### src/rtl/hadr_pkg.sv
`default_nettype none
// ============================================================================
// hadr_pkg: shared types and constants for the ambient delta ranker
// Field widths, register indexes, queue entry and divider request types.
// ============================================================================
package hadr_pkg;

    localparam int VAL_W  = 24;
    localparam int Q_W    = 32;
    localparam int WIDE_W = 40;
    localparam int ROW_W  = 4;
    localparam int CFG_IDX_W = 2;

    localparam logic [CFG_IDX_W-1:0] CFG_ROWS     = 2'd0;
    localparam logic [CFG_IDX_W-1:0] CFG_EXPECTED = 2'd1;
    localparam logic [CFG_IDX_W-1:0] CFG_FLOOR    = 2'd2;

    localparam logic OP_PROP  = 1'b0;
    localparam logic OP_COUNT = 1'b1;

    typedef struct packed {
        logic             is_count;
        logic [ROW_W-1:0] row;
        logic [VAL_W-1:0] value;
        logic             cell_end;
    } hadr_item_t;

    typedef struct packed {
        logic       valid;
        hadr_item_t item;
    } hadr_qhead_t;

    typedef struct packed {
        logic              start;
        logic [VAL_W-1:0]  hi;
        logic [Q_W-1:0]    lo;
        logic [WIDE_W-1:0] den;
    } hadr_div_req_t;

    typedef struct packed {
        logic           done;
        logic [Q_W-1:0] quo;
    } hadr_div_rsp_t;

    typedef struct packed {
        logic [4:0]        rows;
        logic [3:0]        expected;
        logic [WIDE_W-1:0] pseudo_floor;
    } hadr_cfg_t;

endpackage
`default_nettype wire

### src/rtl/hadr_in_if.sv
`default_nettype none
// ============================================================================
// hadr_in_if: input channel of the ambient delta ranker
// Valid/ready channel carrying proportion writes and counts.
// ============================================================================
interface hadr_in_if;
    import hadr_pkg::*;

    logic             valid;
    logic             ready;
    logic             op;
    logic [ROW_W-1:0] row;
    logic [VAL_W-1:0] sample_value;
    logic             cell_end;

    modport source (output valid, output op, output row, output sample_value,
                    output cell_end, input ready);
    modport sink (input valid, input op, input row, input sample_value,
                  input cell_end, output ready);
endinterface
`default_nettype wire

### src/rtl/hadr_front.sv
`default_nettype none
// ============================================================================
// hadr_front: input acceptance and classification
// Drops out-of-table proportion writes and queues the rest in two entries.
// ============================================================================
module hadr_front #(
    parameter int MAX_ROWS = 16
) (
    input  wire logic           clk,
    input  wire logic           rst_n,
    hadr_in_if.sink             in_ch,
    output hadr_pkg::hadr_qhead_t head,
    input  wire logic           pop
);
    import hadr_pkg::*;

    hadr_item_t q_mem [2];
    logic       wr_ptr_reg;
    logic       rd_ptr_reg;
    logic [1:0] fill_reg;
    logic [1:0] fill_next;
    logic       accept;
    logic       keep;
    logic       push;
    hadr_item_t new_item;

    assign in_ch.ready = (fill_reg != 2'd2);
    assign accept      = in_ch.valid && in_ch.ready;
    // A proportion write beyond the table has no effect and is not queued.
    assign keep        = (in_ch.op == OP_COUNT) || (32'(in_ch.row) < MAX_ROWS);
    assign push        = accept && keep;

    always_comb
    begin
        new_item.is_count = (in_ch.op == OP_COUNT);
        new_item.row      = in_ch.row;
        new_item.value    = in_ch.sample_value;
        new_item.cell_end = in_ch.cell_end;
    end

    assign head.valid = (fill_reg != 2'd0);
    assign head.item  = q_mem[rd_ptr_reg];

    always_comb
    begin
        fill_next = fill_reg;
        if (push && !(pop && head.valid))
        begin
            fill_next = fill_reg + 2'd1;
        end
        else if (!push && pop && head.valid)
        begin
            fill_next = fill_reg - 2'd1;
        end
    end

    always_ff @(posedge clk or negedge rst_n)
    begin
        if (!rst_n)
        begin
            wr_ptr_reg <= 1'b0;
            rd_ptr_reg <= 1'b0;
            fill_reg   <= 2'd0;
        end
        else
        begin
            fill_reg <= fill_next;
            if (push)
            begin
                wr_ptr_reg <= !wr_ptr_reg;
            end
            if (pop && head.valid)
            begin
                rd_ptr_reg <= !rd_ptr_reg;
            end
        end
    end

    always_ff @(posedge clk)
    begin
        if (push)
        begin
            q_mem[wr_ptr_reg] <= new_item;
        end
    end

endmodule
`default_nettype wire

### src/flat_wrapper.sv
// flat-port wrapper written by rule: the top's interface ports become plain ports
module hadr_front_flat import hadr_pkg::*;
#(
    parameter int MAX_ROWS = 16
)
  (clk, rst_n, head, pop, in_ch_valid, in_ch_op, in_ch_row, in_ch_sample_value, in_ch_cell_end, in_ch_ready);
  hadr_in_if in_ch_i ();
  input  wire logic clk;
  input  wire logic rst_n;
  output hadr_pkg::hadr_qhead_t head;
  input  wire logic pop;
  input wire logic [$bits(in_ch_i.valid)-1:0] in_ch_valid;
  input wire logic [$bits(in_ch_i.op)-1:0] in_ch_op;
  input wire logic [$bits(in_ch_i.row)-1:0] in_ch_row;
  input wire logic [$bits(in_ch_i.sample_value)-1:0] in_ch_sample_value;
  input wire logic [$bits(in_ch_i.cell_end)-1:0] in_ch_cell_end;
  output wire logic [$bits(in_ch_i.ready)-1:0] in_ch_ready;
  assign in_ch_i.valid = in_ch_valid;
  assign in_ch_i.op = in_ch_op;
  assign in_ch_i.row = in_ch_row;
  assign in_ch_i.sample_value = in_ch_sample_value;
  assign in_ch_i.cell_end = in_ch_cell_end;
  assign in_ch_ready = in_ch_i.ready;
  hadr_front #(.MAX_ROWS(MAX_ROWS)) u_core (.clk(clk), .rst_n(rst_n), .in_ch(in_ch_i), .head(head), .pop(pop));
endmodule
### config.mk
export PLATFORM = sky130hd
export DESIGN_NAME = hadr_front_flat
export DESIGN_NICKNAME = d
export VERILOG_FILES = /design/src/rtl/hadr_pkg.sv /design/src/rtl/hadr_in_if.sv /design/src/rtl/hadr_front.sv /design/src/flat_wrapper.sv
export SDC_FILE = /design/constraint.sdc
export NUM_CORES = 1
export LEC_CHECK = 0
export BUFFER_PORTS_ARGS = -buffer_cell sky130_fd_sc_hd__clkbuf_2
export CAP_MARGIN = 10
export CORE_MARGIN = 2
export CORE_UTILIZATION = 40
export DETAILED_ROUTE_END_ITERATION = 6
export PLACE_DENSITY = 0.61
export SYNTH_ARGS = -nofsm -noshare
export SYNTH_HDL_FRONTEND = slang
export SYNTH_SLANG_ARGS = --single-unit
### constraint.sdc
create_clock -name clk -period 4.2 [get_ports clk]
set_input_delay 0.84 -clock clk [delete_from_list [all_inputs] [get_ports clk]]
set_output_delay 0.84 -clock clk [all_outputs]
set_load 0.01 [all_outputs]
== Word level (Yosys, flattened, before mapping) ==
Memories as Yosys holds them, arrays and structs flattened.
Index checks and enable logic that the tools add are counted.

* Flip-flop bits (word level): 4
* Memory bits (writable): 60
* Output and inout port bits: 32
* Input bits: 34
* Memories: 1

{| class="wikitable"
|+ Memories
! memory !! words !! bits a word !! rd ports !! clocked after memory_dff !! wr ports !! RTL line !! RTL
|-
| u_core.q_mem || 2 || 30 || 1 || 0 || 1 || hadr_front.sv:17 || <nowiki>hadr_item_t q_mem [2];</nowiki>
|}

* Multiplexer cells: 4
* Add/subtract/negate cells: 2
* Reduce and logical (&&, ||, !) cells: 11
* Equality and inequality tests: 1

{| class="wikitable"
|+ Operators by type and width
! kind !! count
|-
| 1-bit logical AND || 5
|-
| 1-bit logical NOT || 4
|-
| 2-bit two-way mux || 2
|-
| 2-bit nonzero test || 2
|-
| 2-bit by 1-bit adder with 2-bit output, second input constant || 1
|-
| 1-bit two-way mux || 2
|-
| 2-bit inequality test, second input constant || 1
|-
| 2-bit by 1-bit subtractor with 2-bit output, second input constant || 1
|}

== Longest topological paths before layout ==
Gate-level depths: netlist of run 1.

* Word-level depth: 7
* Depth in mapped cells: 3
* Depth with buffers taken out: 3

== Least setup slack after synthesis of run 1 ==
OpenSTA, ideal clock, no wires.

* Path kind: input-to-reg
* Start point: input in_ch_valid
* End point: memory u_core.q_mem[0][0] (netlist bit), enable pin
* Path slack: 1.598 ns
* Data arrival time: 2.185 ns
* Path buffers: 0
* Cell stages on the path: 2
* Cells stage by stage: nand2_1 nor2_1

* Word-level cells in the longest chain between the ends: 3

{| class="wikitable"
|+ RTL lines
! what !! RTL line !! RTL
|-
| start, declared || flat_wrapper.sv:12 || <nowiki>input wire logic [$bits(in_ch_i.valid)-1:0] in_ch_valid;</nowiki>
|-
| 1-bit logical AND || hadr_front.sv:28 || <nowiki>assign accept = in_ch.valid && in_ch.ready;</nowiki>
|-
| 1-bit two-way mux || hadr_front.sv:81 || <nowiki>if (push)</nowiki>
|-
| 1-bit two-way mux (implied by the code) || hadr_front.sv:83 || <nowiki>q_mem[wr_ptr_reg] <= new_item;</nowiki>
|-
| end, declared || hadr_front.sv:17 ||
|}

Every way passes these cells.

==> impl_metrics.tcl, run 1 <==
set metrics [dict create \
    fp.coreArea_sq_um 5820 \
    synthXorXnorAreaFrac_pct 0.737 \
    finClkSkew_ps 9.71 \
    vias 1251 \
    ys_ff_latch 64 \
    grt_pass1_vias 1334 \
    grtUsageTotal_pct 13.2 \
    period_share_pct 62.1 \
    largest_reg_flops 60 \
    synthCells 114 \
    async_reset_ff_share_pct 6.25 \
    power_frac_clock_pct 21.5 \
    globalplace.congestion 0.608 \
    cts_sinks 64 \
    ys_types 18 \
    yosys.area_share.simple_pct 1.95 \
    status "completed" \
    ctsResizeCount 0 \
    holdCritPathClass "in2async" \
    synth.most_common_cell "edfxtp_1" \
    crit_type "reg2out" \
    final_area_sq_um 2930 \
    clockBufferDepth 2 \
    share_comb_of_total_power_pct 29.2 \
    synth_top_cell_by_area "edfxtp_1" \
    drv_cap 0 \
    synth_area_leaders "edfxtp_1, mux2_2, dfrtp_1" \
    die_y_um 81.1 \
    worst_setup_path_start_kind "flip-flop" \
    ant_nets 0 \
    tns_ps 0 \
    arrival_ps 1770 \
    fmax_ghz 0.383 \
    ys.flop_type "edfxtp_1" \
    drt_iter0_markers 52 \
    grt_max_degree 24 \
    rr_startpoint "u_core.fill_reg[0]" \
    synth-compound-area-share_pct 1.47 \
    vias_per_cell 4.69 \
    antenna_found_initial 0 \
    worstMarginPinSlew_ps 658 \
    synth_fa_ha_area_share_pct 0 \
    cts_inserted_buffers 9 \
    cts_setup_buffers 0 \
    grt_overflow_total 0 \
    synth_top_family_by_area "multiplexers" \
    clk_pin_slew_worst_paths_ps 60 \
    rows 28 \
    relSlewSlack_pct 56.2 \
    period_needed_ps 2610 \
    cts_hold_buf 0 \
    synth_area_sq_um 2380 \
    rsz0062_at_grt "no" \
    io_pins 66 \
    drtPass1Iterations 3 \
    drc_errors 0 \
    cp.required_ps 3360 \
    cts_tree "done" \
    detail_route.wl_per_cell_um 15.2 \
    crit_fanout 23 \
    dp_hpwl_um 2840 \
    area_growth_pct 23.2 \
    synth_edf_count 60 \
    die_area_sq_um 6570 \
    r2r_slack_ps 2330 \
    synth.top_cell.area_share_pct 75.8 \
    final_layout_size_suffix_gt1_share_pct 57.3 \
    seq_power_share_pct 49.2 \
    n_antenna_cell 0 \
    synth_common_cells "edfxtp_1, mux2_2, dfrtp_1" \
    p_per_area_nw_per_um2 623 \
    switching_share_pct 28.7 \
    grt_pass1_wl_um 6120 \
    syn-num-nets 148 \
    r2r_end "u_core.q_mem[1][5]" \
    die_w_um 81.1 \
    yosysWarnings 0 \
    internal_power_mw 1.30 \
    hold_violations 0 \
    final-setup-viol-count 0 \
    ir_worst_vdd_uv 287 \
    floorplan.initialDensity_pct 40.9 \
    ys_seq_area_share_pct 80.0 \
    avgSynthCellArea_sq_um 20.8 \
    clock_tree.root_cell "clkbuf_8" \
    clock_latency_ps 320 \
    r2r_cells 3 \
    num-nets-final 224 \
    synth.mux.area_fraction_pct 14.2 \
    io_buffers 65 \
    p_switching_mw 0.523 \
    p_leak_nw 1.12 \
    place_area_sq_um 2790 \
    crit_path_end_kind "output pin" \
    slew_viol_final 0 \
    wl_um 4050 \
    htree_num_levels 3 \
]
## cells by family (layout without fill, tap and decap cells)
kind of cell,count (synthesis),after routing
DFF,64,64
and+or+nand+nor,8,8
AOI/OAI and AO/OA,6,6
buffers and inverters,4,82
xor gates and xnor gates,2,2
muxes,30,30
## layer usage
layer	share of wire (%)	vias to the layer above	track usage (%)
met5	0	-	0
met4	1.2	0	7.63
met3	6.5	6	3.67
met2	50	49	22.5
met1	42	605	14.7
li1	-	591	-
## worst max-delay path by stage
stage / slack (ps) / end / start
after floorplan: 1600 / u_core.q_mem[0][0] / in_ch_valid
after global placement: 1930 / u_core.q_mem[1][9] / in_ch_valid
after detailed placement: 1900 / u_core.q_mem[1][1] / in_ch_valid
after CTS: 1550 / head[24] / u_core.rd_ptr_reg
after global routing: 1480 / head[7] / u_core.rd_ptr_reg
final: 1590 / head[24] / u_core.rd_ptr_reg
## critical path, stage by stage, from the launching register on
cell and delay [ps]:
dfrtp_1 550, buf_4 380, mux2_2 380, clkbuf_2 130
## power by group through the flow
stage / combinational (mW) / clock [mW] / sequential (mW)
after floorplan: 0.371 / 0 / 0.894
after global placement: 0.532 / 0 / 0.903
after detailed placement: 0.543 / 0 / 0.911
after CTS: 0.546 / 0.408 / 0.899
after global routing: 0.583 / 0.436 / 0.911
final: 0.533 / 0.392 / 0.898
## placed cells by master, fill, tap and decap left out
master | Yosys | final
o21ai_0 | 1 | 1
clkbuf_2 | 0 | 65
a21oi_1 | 2 | 2
and3_1 | 1 | 1
nor3b_1 | 1 | 1
clkinv_2 | 0 | 1
clkinv_1 | 0 | 2
nor2_2 | 0 | 1
xnor2_1 | 2 | 2
a21boi_0 | 1 | 1
inv_1 | 1 | 1
clkbuf_1 | 0 | 1
or2_1 | 1 | 1
mux2_2 | 30 | 30
o211ai_1 | 1 | 1
buf_4 | 0 | 3
o21ai_1 | 1 | 1
edfxtp_1 | 60 | 60
clkbuf_8 | 0 | 9
nand2_1 | 2 | 2
nor2b_1 | 1 | 1
dfrtp_1 | 4 | 4
nand2b_2 | 1 | 1
## through the flow
stage / worst slack, ps / hold slack (ps) / util [%] / std cells / total power, mW
after floorplan: 1600 / 460 / - / 114 / 1.26
after global placement: 1930 / 499 / 47.9 / 254 / 1.44
after detailed placement: 1900 / 502 / 47.9 / 254 / 1.45
after CTS: 1550 / 301 / 50.3 / 267 / 1.85
after global routing: 1480 / 306 / 50.3 / 267 / 1.93
final: 1590 / 314 / 50.3 / 267 / 1.82
## cell type report
cell class | instances | area [sq um]
multi-input combinational | 46 | 439
timing repair buffer | 68 | 348
inverter | 1 | 3.75
sequential | 64 | 1900
clock inverter | 3 | 12.5
fill | 525 | 2890
clock buffer | 10 | 128
tap | 75 | 93.8
No activity file was read; power rests on OpenSTA's default activity.
==> inputs of run 2 (changes only) <==
==> constraint.sdc (replaced) <==
create_clock -name clk -period 2.7 [get_ports clk]
set_input_delay 0.54 -clock clk [delete_from_list [all_inputs] [get_ports clk]]
set_output_delay 0.54 -clock clk [all_outputs]
set_load 0.01 [all_outputs]
==> impl_metrics.tcl, run 2 (same netlist as run 1, synthesis figures left out) <==
set metrics [dict create \
    status "completed" \
    grt_max_degree 19 \
    most-common-layout-cells "clkbuf_2, edfxtp_1, mux2_2" \
    p_leak_nw 1.14 \
    floorplan.initialDensity_pct 40.9 \
    period_share_pct 73.5 \
    io_buffers 65 \
    crit_type "reg2out" \
    n_antenna_cell 0 \
    drv_cap 0 \
    largest_reg_flops 60 \
    grt_pass1_wl_um 6310 \
    holdPathStages 1 \
    ir_worst_vdd_uv 418 \
    cp.required_ps 2160 \
    clockBufferDepth 2 \
    timing.final.ws_setup_ps 715 \
    cts_setup_buffers 0 \
    ant_nets 0 \
    p_total_mw 2.91 \
    drtPass1Iterations 4 \
    drt_iter0_markers 83 \
    r2r_cells 4 \
    clock_latency_ps 320 \
    holdCritPathClass "in2reg" \
    grt_overflow_total 0 \
    critPathLaunch "u_core.rd_ptr_reg" \
    slew_viol_final 0 \
    period_needed_ps 1990 \
    vias_per_cell 4.72 \
    globalplace.congestion 0.626 \
    final_util_pct 51.3 \
    hold_violations 0 \
    p_per_area_nw_per_um2 977 \
    vias 1293 \
    grt_pass1_vias 1372 \
    antenna_found_initial 0 \
    nFillCells 514 \
    worstHoldStart "in_ch_sample_value[18]" \
    rows 28 \
    num-nets-final 228 \
    mostFrequentLayoutCell "clkbuf_2" \
    tns_ps 0 \
    hold_ws_ps 401 \
    finClkSkew_ps 7.33 \
    crit_path_end_kind "output pin" \
    rsz0062_at_grt "no" \
    grtUsageTotal_pct 13.4 \
    rr_startpoint "u_core.fill_reg[0]" \
    fp.coreArea_sq_um 5820 \
    fmax_ghz 0.504 \
    final-setup-viol-count 0 \
    io_pins 66 \
    area_growth_pct 25.5 \
    worst_setup_path_start_kind "flip-flop" \
    multi_input_area_sq_um 439 \
    detail_route.wl_per_cell_um 14.8 \
    drc_errors 0 \
    cts_inserted_buffers 9 \
    die_y_um 81.1 \
    clock_tree.root_cell "clkbuf_8" \
    seqCellArea_sq_um 1900 \
    wl_um 4070 \
    cts_sinks 64 \
    cts_tree "done" \
    die_area_sq_um 6570 \
    arrival_ps 1450 \
    die_w_um 81.1 \
    crit_fanout 18 \
    final_layout_size_suffix_gt1_share_pct 58.3 \
    worstMarginPinSlew_ps 252 \
    dp_slack_ps 1040 \
    dp_hpwl_um 2820 \
    clk_pin_slew_worst_paths_ps 70 \
    htree_num_levels 3 \
    relSlewSlack_pct 83.2 \
]
## run 2: cell count changes in the layout (fill, tap and decap cells not counted), sizes merged
cell         delta
dlygate4sd3     +1
buf             +3
clkbuf          -1
clkinv          +1
clkinvlp        +3
## run 2: what timing repair did
item,CTS,global route
hold buffers,1,0
endpoints found under the hold margin,1,0
gates resized for setup,0,0
## run 2: path summary, 6_finish.rpt
kind                                            end  slack [ps]
worst min register to register    u_core.wr_ptr_reg         510
worst min-delay path            u_core.q_mem[0][19]         400
min in group asynchronous         u_core.wr_ptr_reg         550
worst max register to register  u_core.q_mem[0][12]        1300
max in group asynchronous         u_core.rd_ptr_reg        2010
worst max-delay path                        head[2]         710
## run 2: per-layer routing
metal | wire, um | up-vias | GRT usage (%)
met5 | 0 | - | 0
met1 | 1700 | 632 | 15.0
li1 | - | 605 | -
met4 | 47 | 0 | 7.12
met2 | 2020 | 50 | 22.6
met3 | 301 | 6 | 4.56
## run 2: critical path, cell delays in order (launching register included)
cell	delay, ps
dfrtp_1	340
buf_4	260
mux2_2	390
clkbuf_2	130
## run 2: where the power goes
group,switching [mW],leakage [nW],internal [mW]
logic,0.459,0.462,0.417
registers,0.0541,0.609,1.32
clock network,0.343,0.0738,0.321
total,0.856,1.14,2.06
## run 2: layout make-up
class                      instances  share of cell area (%)
sequential                        64                    63.8
multi-input combinational         46                    14.7
timing repair buffer              72                    12.8
clock buffer                       9                    4.15
tap                               75                    3.15
clock inverter                     7                    1.30
inverter                           1                   0.126
## run 2: per-stage QoR
stage / cell area (sq um) / std cells
2_1_floorplan: 2380 / 114
3_3_place_gp: 2810 / 257
3_5_place_dp: 2810 / 257
4_1_cts: 2980 / 274
5_1_grt: 2980 / 274
6_report: 2980 / 274
