## src/rtl/hadr_pkg.sv

```systemverilog
`default_nettype none
// ============================================================================
// hadr_pkg: shared types and constants for the ambient delta ranker
// Field widths, register indexes, queue entry and divider request types.
// ============================================================================
package hadr_pkg;

    localparam int VAL_W  = 24;
    localparam int Q_W    = 32;
    localparam int WIDE_W = 40;
    localparam int ROW_W  = 4;
    localparam int CFG_IDX_W = 2;

    localparam logic [CFG_IDX_W-1:0] CFG_ROWS     = 2'd0;
    localparam logic [CFG_IDX_W-1:0] CFG_EXPECTED = 2'd1;
    localparam logic [CFG_IDX_W-1:0] CFG_FLOOR    = 2'd2;

    localparam logic OP_PROP  = 1'b0;
    localparam logic OP_COUNT = 1'b1;

    typedef struct packed {
        logic             is_count;
        logic [ROW_W-1:0] row;
        logic [VAL_W-1:0] value;
        logic             cell_end;
    } hadr_item_t;

    typedef struct packed {
        logic       valid;
        hadr_item_t item;
    } hadr_qhead_t;

    typedef struct packed {
        logic              start;
        logic [VAL_W-1:0]  hi;
        logic [Q_W-1:0]    lo;
        logic [WIDE_W-1:0] den;
    } hadr_div_req_t;

    typedef struct packed {
        logic           done;
        logic [Q_W-1:0] quo;
    } hadr_div_rsp_t;

    typedef struct packed {
        logic [4:0]        rows;
        logic [3:0]        expected;
        logic [WIDE_W-1:0] pseudo_floor;
    } hadr_cfg_t;

endpackage
`default_nettype wire

```

## src/rtl/hadr_div.sv

```systemverilog
`default_nettype none
// ============================================================================
// hadr_div: shared saturating radix-2 divider
// Divides {hi, lo} by den one quotient bit per cycle, saturating to 32 bits.
// ============================================================================
module hadr_div (
    input  wire logic             clk,
    input  wire logic             rst_n,
    input  hadr_pkg::hadr_div_req_t req,
    output hadr_pkg::hadr_div_rsp_t rsp
);
    import hadr_pkg::*;

    localparam int CNT_W = $clog2(Q_W);

    logic [WIDE_W-1:0] rem_reg;
    logic [WIDE_W-1:0] den_reg;
    logic [Q_W-1:0]    lo_reg;
    logic [CNT_W-1:0]  cnt_reg;
    logic              busy_reg;
    logic              done_reg;
    logic [WIDE_W:0]   trial;
    logic              fits;

    // The divisor is held for the whole division, as the request is only
    // presented in the start cycle.
    assign trial = {rem_reg, lo_reg[Q_W-1]};
    assign fits  = (trial >= {1'b0, den_reg});
    assign rsp.done = done_reg;
    assign rsp.quo  = lo_reg;

    always_ff @(posedge clk or negedge rst_n)
    begin
        if (!rst_n)
        begin
            busy_reg <= 1'b0;
            done_reg <= 1'b0;
            cnt_reg  <= '0;
        end
        else
        begin
            done_reg <= 1'b0;
            if (req.start)
            begin
                // The quotient overflows exactly when the upper part reaches the divisor.
                if (WIDE_W'(req.hi) >= req.den)
                begin
                    done_reg <= 1'b1;
                end
                else
                begin
                    busy_reg <= 1'b1;
                    cnt_reg  <= '0;
                end
            end
            else if (busy_reg)
            begin
                cnt_reg <= cnt_reg + 1'b1;
                if (cnt_reg == CNT_W'(Q_W - 1))
                begin
                    busy_reg <= 1'b0;
                    done_reg <= 1'b1;
                end
            end
        end
    end

    always_ff @(posedge clk)
    begin
        if (req.start)
        begin
            rem_reg <= WIDE_W'(req.hi);
            den_reg <= req.den;
            lo_reg  <= (WIDE_W'(req.hi) >= req.den) ? '1 : req.lo;
        end
        else if (busy_reg)
        begin
            if (fits)
            begin
                rem_reg <= WIDE_W'(trial - {1'b0, den_reg});
                lo_reg  <= {lo_reg[Q_W-2:0], 1'b1};
            end
            else
            begin
                rem_reg <= trial[WIDE_W-1:0];
                lo_reg  <= {lo_reg[Q_W-2:0], 1'b0};
            end
        end
    end

endmodule
`default_nettype wire

```

## config.mk

```make
export PLATFORM = sky130hd
export DESIGN_NAME = hadr_div
export DESIGN_NICKNAME = d
export VERILOG_FILES = /design/src/rtl/hadr_pkg.sv /design/src/rtl/hadr_div.sv
export SDC_FILE = /design/constraint.sdc
export NUM_CORES = 1
export LEC_CHECK = 0
export BUFFER_PORTS_ARGS = -buffer_cell sky130_fd_sc_hd__buf_2
export CORE_AREA = 2 2 145 147
export DETAILED_ROUTE_END_ITERATION = 7
export DIE_AREA = 0 0 147 149
export PLACE_DENSITY = 0.64
export SLEW_MARGIN = 10
export SYNTH_ARGS = -nofsm -noshare
export SYNTH_HDL_FRONTEND = slang
export SYNTH_SLANG_ARGS = --single-unit
```

## constraint.sdc

```tcl
create_clock -name clk -period 3.1 [get_ports clk]
set_input_delay 0.155 -clock clk [delete_from_list [all_inputs] [get_ports clk]]
set_output_delay 0.155 -clock clk [all_outputs]
set_load 0.02 [all_outputs]
```

=== Yosys cells after proc, flatten, opt, wreduce, memory -nomap -nowiden ===
Index checks and enable logic that the tools add are counted.

* $add $sub $neg: 2
* Multipliers: 0
* Divide/modulo/power cells: 0
* $lt $le $gt $ge: 2
* Equality and inequality tests: 2
* Shifts and indexed selects: 0
* Multiplexer cells: 18
* Bitwise gates (word level): 0
* Reduce and logical (&&, ||, !) cells: 2

{| class="wikitable"
|+ Operators by type and width
! cell !! count
|-
| 32-bit two-way mux || 3
|-
| 24-bit two-way mux || 2
|-
| 41-bit by 40-bit greater-or-equal comparator with 1-bit output || 1
|-
| 24-bit by 40-bit greater-or-equal comparator with 1-bit output || 1
|-
| 40-bit two-way mux || 1
|-
| 40-bit subtractor || 1
|-
| 5-bit two-way mux || 3
|-
| 1-bit two-way mux || 9
|-
| 5-bit by 1-bit adder with 5-bit output, second input constant || 1
|-
| 5-bit equality test, second input constant || 1
|-
| 2-bit != test, second input constant || 1
|-
| 2-bit AND reduction || 1
|-
| 2-bit nonzero test || 1
|}

* Register bits after elaboration: 119
* Bits in latches: 0
* Memory bits (writable): 0
* ROM bits: 0
* Output and inout port bits: 33
* Logic and storage cells: 33
* Memories: 0

=== Logic depth before layout (Yosys ltp) ===
Gate-level depths: netlist of run 1.

* Depth after elaboration: 4
* Gate-level depth with buffers: 13
* Mapped depth without buffers: 12

=== Worst setup path before layout of run 1 ===
No wires, ideal clock.

* Path kind: register -> register
* Start point: reg lo_reg[31]
* End point: reg rem_reg[36]
* Setup time: 0.079 ns
* Data arrival time: 2.674 ns
* Path slack: 0.347 ns
* Cell stages (with the launch flop): 13
* Buffers on the path: 0
* Clock period less this slack: 2.753 ns
* Cells stage by stage: edfxtp_1 > inv_1 > ha_1 > fa_1 > nand2b_1 > a21oi_1 > o21ai_2 > a311oi_1 > nor3_2 > o21ai_1 > mux2i_1 > nor2_1 > o211ai_1

* Cells in the longest elaborated chain, start to end: 2
* Elaborated cells between the ends (all ways): 3
* Those cells by class: 1 x add/sub; 1 x order compare; 1 x mux

{| class="wikitable"
|+ RTL lines
! item !! RTL line !! source
|-
| from (decl) || hadr_div.sv:18 || <nowiki>logic [Q_W-1:0] lo_reg;</nowiki>
|-
| from (signal assigned) || hadr_div.sv:74 || <nowiki>lo_reg <= (WIDE_W'(req.hi) >= req.den) ? '1 : req.lo;</nowiki>
|-
| from (signal assigned) || hadr_div.sv:81 || <nowiki>lo_reg <= {lo_reg[Q_W-2:0], 1'b1};</nowiki>
|-
| from (signal assigned) || hadr_div.sv:86 || <nowiki>lo_reg <= {lo_reg[Q_W-2:0], 1'b0};</nowiki>
|-
| 40-bit subtractor / 41-bit by 40-bit greater-or-equal comparator with 1-bit output (equally long branches) || hadr_div.sv:80, hadr_div.sv:28 ||
|-
| 40-bit two-way mux (*) || hadr_div.sv:78 || <nowiki>if (fits)</nowiki>
|-
| to (signal assigned) || hadr_div.sv:72 || <nowiki>rem_reg <= WIDE_W'(req.hi);</nowiki>
|-
| to (signal assigned) || hadr_div.sv:80 || <nowiki>rem_reg <= WIDE_W'(trial - {1'b0, den_reg});</nowiki>
|-
| to (signal assigned) || hadr_div.sv:85 || <nowiki>rem_reg <= trial[WIDE_W-1:0];</nowiki>
|-
| to (decl) || hadr_div.sv:16 || <nowiki>logic [WIDE_W-1:0] rem_reg;</nowiki>
|}

Every way passes the cells marked *; elsewhere a longest branch is shown, timed or not.
A chain may end at the register's enable or synchronous reset.

=== Final worst setup path of run 1 ===
* Start point: reg rem_reg[2]
* End point: reg rem_reg[1], data pin

* Cells in the longest elaborated chain, start to end: 4

{| class="wikitable"
|+ RTL lines
! item !! RTL line !! source
|-
| 41-bit by 40-bit greater-or-equal comparator with 1-bit output || hadr_div.sv:28 || <nowiki>assign fits = (trial >= {1'b0, den_reg});</nowiki>
|-
| 40-bit two-way mux || hadr_div.sv:78 ||
|-
| 24-bit two-way mux || hadr_div.sv:76 || <nowiki>else if (busy_reg)</nowiki>
|-
| 24-bit two-way mux || hadr_div.sv:70 || <nowiki>if (req.start)</nowiki>
|}

No other way between the ends. The select of a mux whose other input is x is not followed.

==> impl_metrics.csv, run 1 <==
group,metric,value,unit
global_routing,antenna_found_initial,1,
floorplan,start_util,39.8,%
sta,relSlewSlack,40.1,%
setup_path,r2r_start,"rem_reg[2]",
run_status,status,"finished clean",
min_path,min_path_type,"in2reg",
synth,synth_flop_cell,"edfxtp_1",
global_routing,grt_first_pass_wirelength,36400,um
global_routing,grt_usage,21.2,%
placement,place_area,9320,um2
floorplan,io_pins,132,
sta,maxSlewViolCount,0,
floorplan,die_h,149,um
floorplan,core,20600,um2
global_routing,grt_max_degree,118,
sta,setup_slack,0.123,ns
min_path,min_to,"rem_reg[21]",
setup_path,start_kind,"flip-flop",
pwr,p_per_area,796,nW/um2
route,drtIter0Drc,392,
setup_path,reg2reg_to,"rem_reg[1]",
route,viasPerCell,5.37,
synth,synth_edf_count,96,
clock_tree,clkLatencyLatePin,0.43,ns
synth,syn_avg_cell_area,9.21,um2
layout,finalInstanceArea,10600,um2
global_routing,grt_pass1_vias,7181,
synth,yosysWarningCount,0,
layout,final_util,51.7,%
clock_tree,cts_tree,"yes",
route,avgRoutedWirePerCell,17.0,um
clock_tree,cts_root_buffer,"clkbuf_16",
clock_tree,h-tree-depth,4,
synth,syn-cell-area,8170,um2
setup_path,path_class,"reg2reg",
setup_path,cp_max_fo,13,
layout,nFillCells,1932,
route,wl,23300,um
setup_path,reg2regPathDepth,13,
placement,pre_cts_ws,-0.0161,ns
layout,fin_cells,1371,
layout,multi_input_area,4310,um2
sta,hold-worst-slack,0.0390,ns
synth,synth.net_count,1054,
floorplan,rows,53,
setup_path,cp-end-kind,"flip-flop",
layout,seqCellArea,3380,um2
floorplan,die_area,21900,um2
clock_tree,clockBufferDepth,2,
placement,dp_hpwl,16500,um
sta,fin_crit,2.98,ns
synth,synth.distinct_cells,70,
pwr,p_seq_share,26.9,%
flow_run,max_cap_viol_count,0,
clock_tree,cts_buffers,17,
sta,worst_pin_slew,0.897,ns
sta,timing.fmax,0.336,GHz
pwr,switching_share,39.1,%
placement,gp_congestion,0.893,
layout,drive_gt1_share,24.5,%
synth,yosys_register_bits,119,
clock_tree,clock-sinks,119,
clock_tree,path_clk_slew,0.07,ns
pwr,cellInternalPower,5.16,mW
setup_path,critical_path_required,3.29,ns
sta,setup_viol,0,
pwr,pwr-share-comb,48.6,%
route,drc,0,
sta,fin_crit_sh,96.0,%
pwr,leakagePower,4.85,nW
global_routing,gr-total-overflow,0,
route,vias,7360,
route,antenna_left,0,
pwr,ir_drop,0.476,mV
route,first_pass_iters,6,
min_path,min_from,"req[93]",
setup_path,worstPathArrival,3.16,ns
pwr,clkPwrFrac,24.5,%
layout,layout-area-overhead-vs-synth,30.1,%
sta,fin_skew,0.0101,ns
placement,portBuffers,131,
floorplan,fp.dieW,147,um
sta,hold_viol_final,0,
placement,placed_cells,1287,
layout,nNetsFinal,1248,
synth,ys_seq_area_share,41.3,%
min_path,whs_path_depth,2,
synth,synth_cells,888,
setup_path,reg2reg_setup_slack,0.12,ns
pwr,p_switching,3.31,mW
synth,ys_async_sr_fraction,5.88,%
## repair_timing
item                       4_1_cts  5_1_grt
pin swaps                        0       12
buffers inserted                 0        9
cloned                           0        1
hold buffers                    41        0
gates resized for setup          1       40
hold endpoints to repair        47        0
setup endpoints to repair        2       36
## layout make-up
cell class                      instances  share of cell area (%)
Multi-Input combinational cell        600                    40.6
Clock buffer                           17                    4.00
Sequential cell                       119                    31.8
Inverter                              121                    4.27
Clock inverter                         15                    1.73
Timing Repair Buffer                  223                    14.4
Tap cell                              275                    3.23
Antenna cell                            1                  0.0235
## cell families (layout without fill, tap and decap cells)
logic type	count (synthesis)	count (layout)	synth area share, %
AO/OA/AOI/OAI	259	259	20.8
XOR/XNOR	34	34	3.64
adder cells (fa/ha/maj)	67	67	10.3
buffers and inverters	169	376	8.37
other	0	1	0
flip-flops	119	119	41.3
multiplexers	16	16	1.99
AND/OR/NAND/NOR	224	224	13.6
## how the worst max path moves through the flow
stage	from	endpoint	slack (ns)
after global routing	lo_reg[31]	rem_reg[32]	-0.005
after global placement	rem_reg[19]	rem_reg[6]	0.06
after detailed placement	rem_reg[19]	rem_reg[6]	-0.02
after floorplan	lo_reg[31]	rem_reg[36]	0.35
after CTS	rem_reg[17]	rem_reg[6]	0.03
final	rem_reg[2]	rem_reg[1]	0.12
## routing by layer
| metal | up-vias | global-route usage [%] | wire length (um) |
|---|---|---|---|
| li1 | 3592 | - | - |
| met1 | 3482 | 26.6 | 10100 |
| met2 | 248 | 34.9 | 11100 |
| met5 | - | 0 | 0 |
| met4 | 0 | 8.89 | 586 |
| met3 | 38 | 5.35 | 1430 |
## cells in the final DEF (no fill, tap or decap), types with 7 or more instances in the layout
master         Yosys  final
a31oi_1           36     34
a21oi_1           82     74
edfxtp_1          96     96
and3_1             9      9
dfrtp_1            7      7
o21a_1             8      8
buf_2             19    130
o211ai_1           7      7
nand4_1           20     20
dfxtp_1           16     16
nand2_1           42     41
a211oi_1          18     17
nor2_1            80     80
a21o_1            23     23
xnor2_1           14     14
mux2i_1           14     13
dlygate4sd3_1      0     41
ha_2               0      7
nor3_1             7      7
ha_1              66     53
o21ai_1           12     10
clkbuf_16          0     18
nor2b_1            8      7
xor2_1            20     20
o21ai_0           23     23
nand3_1           18     18
inv_1            121    119
buf_4              7     45
a21oi_2            4     10
nand2b_1           8      8
## metrics by stage
step / power [mW] / TNS (ns)
floorplan: 4.88 / 0
global placement: 5.90 / 0
detailed placement: 5.91 / -0.0161
CTS: 8.07 / 0
global route: 8.98 / -0.00943
finish: 8.47 / 0
## cells in the mapped netlist, drive strengths merged (2+ instances only)
cell / number / area [um2]
nor2: 80 / 300
o31ai: 3 / 22.5
dfrtp: 7 / 175
nand2b: 8 / 50.1
nand3: 18 / 90.1
o21ai: 38 / 201
a221oi: 2 / 17.5
mux2i: 14 / 140
a21o: 23 / 173
inv: 121 / 454
o21bai: 6 / 45.0
a311oi: 3 / 26.3
a21oi: 86 / 445
and3: 9 / 56.3
a211oi: 20 / 160
a211o: 2 / 17.5
nand4: 20 / 125
a31oi: 36 / 225
xnor2: 14 / 123
buf: 26 / 148
o2111ai: 2 / 23.8
dfxtp: 16 / 320
or3: 5 / 31.3
nor3b: 2 / 15.0
ha: 66 / 826
a22oi: 3 / 22.5
xor2: 20 / 175
edfxtp: 96 / 2880
nor3: 9 / 61.3
o221ai: 2 / 17.5
o22ai: 3 / 18.8
o211ai: 7 / 52.6
o41ai: 3 / 33.8
nor2b: 8 / 50.1
clkbuf: 22 / 82.6
nand2: 42 / 158
nand4b: 2 / 17.5
nor4: 8 / 56.3
a32oi: 2 / 17.5
o21a: 8 / 60.1
nand3b: 2 / 15.0
and2: 5 / 31.3
a2111oi: 2 / 42.5
mux2: 2 / 22.5
## power by group through the flow
stage                     sequential [mW]  combinational (mW)  clock (mW)
after floorplan                      2.30                2.58           0
after global placement               2.28                3.62           0
after detailed placement             2.29                3.63           0
after CTS                            2.26                3.71        2.10
after global routing                 2.32                4.50        2.16
final                                2.28                4.12        2.07
## critical path: stages, from the launching register on
cell and delay, ns:
edfxtp_1 0.41, ha_2 0.42, a21o_1 0.15, a21oi_2 0.06, a21oi_2 0.23, o21ai_1 0.10
buf_4 0.16, a2111oi_4 0.35, nor3_4 0.12, buf_12 0.15, clkbuf_16 0.16, nand2_1 0.06
o21ai_0 0.09, mux2_2 0.27
Power figures use the tool's default switching activity.
==> run 2: changes to the inputs <==
CTS_BUF_LIST = sky130_fd_sc_hd__clkbuf_8   (was default)
SKIP_LAST_GASP = 1   (was default)
==> run 2 against run 1 <==
Total power decreased by 9.5%. Largest power group unchanged. Critical endpoint is now rem_reg[6]. Via count fell by 1.7%. Sequential power about the same. Worst hold slack lost 0.0055 ns.
==> impl_metrics.csv, run 2 (synthesis gave the netlist of run 1 again) <==
group,metric,value,unit
run_status,status,"finished clean",
route,drtIter0Drc,403,
placement,placed_cells,1287,
pwr,p_switching,3.15,mW
setup_path,start_kind,"flip-flop",
clock_tree,cts_tree,"yes",
pwr,total_power,7.67,mW
floorplan,io_pins,132,
floorplan,core,20600,um2
pwr,switching_share,41.1,%
setup_path,critPathMaxStageDelay,0.36,ns
setup_path,reg2regPathDepth,13,
pwr,clkPwrFrac,20.1,%
setup_path,path_class,"reg2reg",
pwr,p_seq_share,29.5,%
pwr,ir_drop,0.373,mV
global_routing,grt_max_degree,118,
sta,grt_setup_unrepaired,"true",
flow_run,max_cap_viol_count,0,
layout,finalInstanceArea,10300,um2
placement,gp_congestion,0.893,
floorplan,start_util,39.8,%
route,viasPerCell,5.31,
sta,setup_slack,0.142,ns
sta,setup_viol,0,
pwr,leakagePower,4.71,nW
route,avgRoutedWirePerCell,16.7,um
setup_path,cp-end-kind,"flip-flop",
route,wl,22700,um
layout,nNetsFinal,1241,
setup_path,reg2reg_to,"rem_reg[6]",
placement,pre_cts_ws,-0.0161,ns
floorplan,die_h,149,um
route,drc,0,
setup_path,cp_max_fo,27,
route,vias,7237,
sta,relSlewSlack,40.9,%
setup_path,cp_num_cells,13,
setup_path,critical_path.slowest_cell,"edfxtp_1",
sta,hold-worst-slack,0.0334,ns
clock_tree,cts_root_buffer,"clkbuf_8",
clock_tree,clock-sinks,119,
layout,final_util,50.0,%
floorplan,die_area,21900,um2
sta,timing.fmax,0.338,GHz
setup_path,crit_buf_inv,3,
global_routing,grt_pass1_vias,7092,
placement,dp_hpwl,16500,um
setup_path,startpoint,"den_reg[28]",
sta,fin_skew,0.0161,ns
clock_tree,h-tree-depth,4,
layout,final_common_cell,"buf_2",
sta,setup_tns,0,ns
global_routing,antenna_found_initial,1,
setup_path,cp_top_family,"compound AO/OA/AOI/OAI gates",
setup_path,crit_end,"rem_reg[6]",
setup_path,reg2reg_setup_slack,0.14,ns
setup_path,r2r_start,"den_reg[28]",
layout,layout-area-overhead-vs-synth,25.7,%
sta,fin_crit_sh,95.4,%
layout,layout_common_cells,"130 x buf_2, 120 x inv_1, 96 x edfxtp_1",
clock_tree,clockBufferDepth,2,
setup_path,cp_cell_sequence,"inv_1, ha_2, a21oi_2, o21ai_1, a21oi_1, o21ai_0, buf_4, and3_1, nor3_4, buf_12, and3b_1, a211oi_1, a21oi_1",
sta,worst_pin_slew,0.885,ns
sta,fin_crit,2.96,ns
global_routing,grt_usage,20.9,%
route,antenna_left,0,
setup_path,critical_path_required,3.29,ns
clock_tree,path_clk_slew,0.08,ns
sta,hold_viol_final,0,
layout,drive_gt1_share,22.4,%
layout,fin_cells,1364,
min_path,min_path_type,"in2reg",
route,first_pass_iters,6,
floorplan,rows,53,
sta,maxSlewViolCount,0,
clock_tree,clkLatencyLatePin,0.47,ns
setup_path,worst_path_most_repeated_cell,"a21oi_1",
setup_path,worstPathArrival,3.15,ns
clock_tree,cts_buffers,17,
pwr,pwr-share-comb,50.4,%
pwr,cellInternalPower,4.52,mW
global_routing,gr-total-overflow,0,
pwr,p_per_area,746,nW/um2
floorplan,fp.dieW,147,um
placement,portBuffers,131,
global_routing,grt_first_pass_wirelength,36100,um
placement,place_area,9320,um2
==> run 2: changes by cell type in the layout (fill, tap and decap cells not counted), sizes merged <==
cell	delta
clkbuf	-1
dlygate4sd3	+1
buf	-7
==> run 2: layout make-up <==
class / count / area [um2]
sequential: 119 / 3380
tap: 275 / 344
clock buffer: 17 / 234
multi-input combinational: 600 / 4220
clock inverter: 15 / 184
fill: 1975 / 10300
antenna: 1 / 2.50
timing repair buffer: 216 / 1460
inverter: 121 / 454
==> run 2: routing by layer <==
metal	vias to the layer above	wire [um]	part of all wire, %	track usage [%]
met1	3419	9990	44	26.7
met2	207	10900	48	34.5
met3	36	1280	5.6	4.65
li1	3575	-	-	-
met5	-	0	0	0
met4	0	605	2.7	8.94
==> run 2: timing repair <==
item,4_1_cts,5_1_grt
hold buffers,42,0
endpoints found under the setup margin,2,36
gates cloned,0,0
hold endpoints to repair,48,0
gates resized for setup,1,20
pin swaps,0,3
setup buffers,0,2
==> run 2: power by group through the flow <==
stage	Sequential (mW)	Combinational (mW)	Clock, mW
final	2.27	3.86	1.54
after global placement	2.28	3.62	0
after detailed placement	2.29	3.63	0
after global routing	2.30	4.24	1.62
after floorplan	2.30	2.58	0
after CTS	2.26	3.71	1.56
==> run 2: tightest hold or removal path, delay by kind of cell <==
kind / cells / cell delay, ns
buffers and inverters: 1 / 0.10
AO/OA/AOI/OAI: 1 / 0.07
AND/OR/NAND/NOR: 1 / 0.05
==> run 2: worst min-delay path by stage <==
stage / endpoint / depth (start not counted) / from / slack, ns
4_1_cts: lo_reg[9] / 3 / req[49] / 0.01
5_1_grt: rem_reg[1] / 2 / req[73] / 0.03
3_3_place_gp: done_reg / 1 / rst_n / -0.004
2_1_floorplan: busy_reg / 0 / rst_n / -0.14
3_5_place_dp: done_reg / 1 / rst_n / 0.0006
6_report: rem_reg[9] / 3 / req[81] / 0.03
==> run 3: changes to the inputs <==
REMOVE_ABC_BUFFERS = 1   (was default)
==> run 3 against run 2 <==
Register-to-register slack lost 0.03 ns. Critical path depth shrank 1. Worst hold slack lost 0.0015 ns. Combinational power is essentially flat. Cell count shrank 0.44%. Largest power group unchanged. Fmax shrank 1.1%. First-iteration DRC count grew 6.9%. Critical path type unchanged. Sequential cell count is the same.
==> impl_metrics.csv, run 3 (synthesis gave the netlist of run 1 again) <==
group,metric,value,unit
run_status,status,"finished clean",
sta,maxSlewViolCount,0,
pwr,p_per_area,738,nW/um2
setup_path,critical_path_required,3.46,ns
route,drtIter0Drc,431,
clock_tree,cts_buffers,17,
sta,fin_crit_sh,96.5,%
floorplan,die_area,21900,um2
sta,hold-worst-slack,0.0319,ns
pwr,leakagePower,4.68,nW
clock_tree,clock-sinks,119,
layout,final_common_cell,"buf_2",
pwr,total_power,7.57,mW
sta,timing.fmax,0.334,GHz
layout,drive_gt1_share,22.0,%
setup_path,start_kind,"flip-flop",
setup_path,cp_max_fo,25,
sta,setup_slack,0.108,ns
setup_path,cp-end-kind,"flip-flop",
route,viasPerCell,5.24,
placement,place_area,9240,um2
clock_tree,cts_root_buffer,"clkbuf_8",
layout,n_antenna_cell,0,
placement,portBuffers,131,
layout,finalInstanceArea,10300,um2
global_routing,grt_first_pass_wirelength,34400,um
route,antenna_left,0,
sta,relSlewSlack,43.7,%
sta,fin_crit,2.99,ns
layout,nFillCells,1976,
route,first_pass_iters,5,
floorplan,start_util,39.8,%
clock_tree,path_clk_slew,0.09,ns
clock_tree,clockBufferDepth,2,
global_routing,gr-total-overflow,0,
layout,layout-area-overhead-vs-synth,25.5,%
flow_run,max_cap_viol_count,0,
sta,hold_viol_final,0,
layout,multi_input_area,4270,um2
floorplan,die_h,149,um
route,avgRoutedWirePerCell,15.8,um
route,drc,0,
route,wl,21400,um
min_path,min_path_type,"in2reg",
placement,dp_hpwl,15500,um
placement,pre_cts_ws,0.0407,ns
setup_path,path_class,"reg2reg",
sta,setup_tns,0,ns
floorplan,core,20600,um2
clock_tree,h-tree-depth,4,
floorplan,io_pins,132,
pwr,ir_drop,0.349,mV
layout,seqCellArea,3380,um2
route,vias,7122,
sta,fin_skew,0.0154,ns
placement,gp_congestion,0.933,
sta,worst_pin_slew,0.844,ns
floorplan,fp.dieW,147,um
setup_path,worstPathArrival,3.35,ns
global_routing,grt_max_degree,75,
global_routing,grt_usage,19.6,%
floorplan,rows,53,
clock_tree,cts_tree,"yes",
clock_tree,clkLatencyLatePin,0.46,ns
layout,layout_common_cells,"130 x buf_2, 120 x inv_1, 96 x edfxtp_1",
layout,nNetsFinal,1236,
global_routing,grt_pass1_vias,6866,
global_routing,antenna_found_initial,0,
sta,setup_viol,0,
-- run 3: cell count changes in the layout (fill, tap and decap cells not counted), moves of 2 or more --
| cell | before | now |
|---|---|---|
| bufinv_16 | 2 | 0 |
| o21ai_2 | 3 | 5 |
| ha_1 | 60 | 58 |
| ha_4 | 2 | 7 |
| buf_4 | 39 | 33 |
| ha_2 | 4 | 1 |
| a21oi_1 | 79 | 81 |
-- run 3: path summary, 6_finish.rpt --
kind | slack [ns] | cells past startpoint | to | startpoint
max | 0.11 | 12 | rem_reg[35] | rem_reg[0]
max reg2reg | 0.11 | 12 | rem_reg[35] | rem_reg[0]
min in group asynchronous | 0.07 | 2 | cnt_reg[2] | rst_n
min | 0.03 | 3 | rem_reg[23] | req[95]
min reg2reg | 0.48 | 2 | rem_reg[24] | rem_reg[24]
max in group asynchronous | 2.86 | 2 | busy_reg | rst_n
-- run 3: layout make-up --
class	count	area share (%)
sequential	119	32.9
clock inverter	15	1.48
timing repair buffer	211	13.8
tap	275	3.36
multi-input combinational	600	41.7
inverter	121	4.43
clock buffer	17	2.28
-- run 3: repair_timing --
item                                    in CTS  in global routing
endpoints found under the setup margin       0                 32
hold endpoints to repair                    49                  0
gates resized for setup                      0                 27
buffers inserted                             0                  4
hold buffers                                43                  0
-- run 3: where the power goes --
part           leakage (nW)  internal [mW]  switching, mW
registers              1.18           2.07          0.198
clock network         0.192          0.603          0.820
logic                  3.30           1.70           2.17
total                  4.68           4.38           3.19
-- run 3: layer usage --
metal / vias up / GRT usage, % / wire, um
li1: 3568 / - / -
met1: 3306 / 26.9 / 10200
met2: 223 / 31.1 / 9580
met3: 25 / 4.31 / 1230
met4: 0 / 5.82 / 385
met5: - / 0 / 0
-- run 3: worst max-delay path: stages (launching register included) --
cell and delay, ns:
edfxtp_1 0.43, ha_1 0.33, nor2b_2 0.19, o2111ai_2 0.17, a21oi_4 0.25, o21ai_2 0.13
a2111oi_4 0.37, nor3_4 0.08, buf_12 0.14, buf_12 0.16, nand2b_1 0.18, buf_4 0.20
o31ai_1 0.26
-- run 3: stage by stage --
step           util [%]  std cells
5_1_grt            49.9       1358
6_report           49.9       1358
4_1_cts            48.9       1354
3_5_place_dp       45.0       1279
3_3_place_gp       45.0       1279
2_1_floorplan         -        840
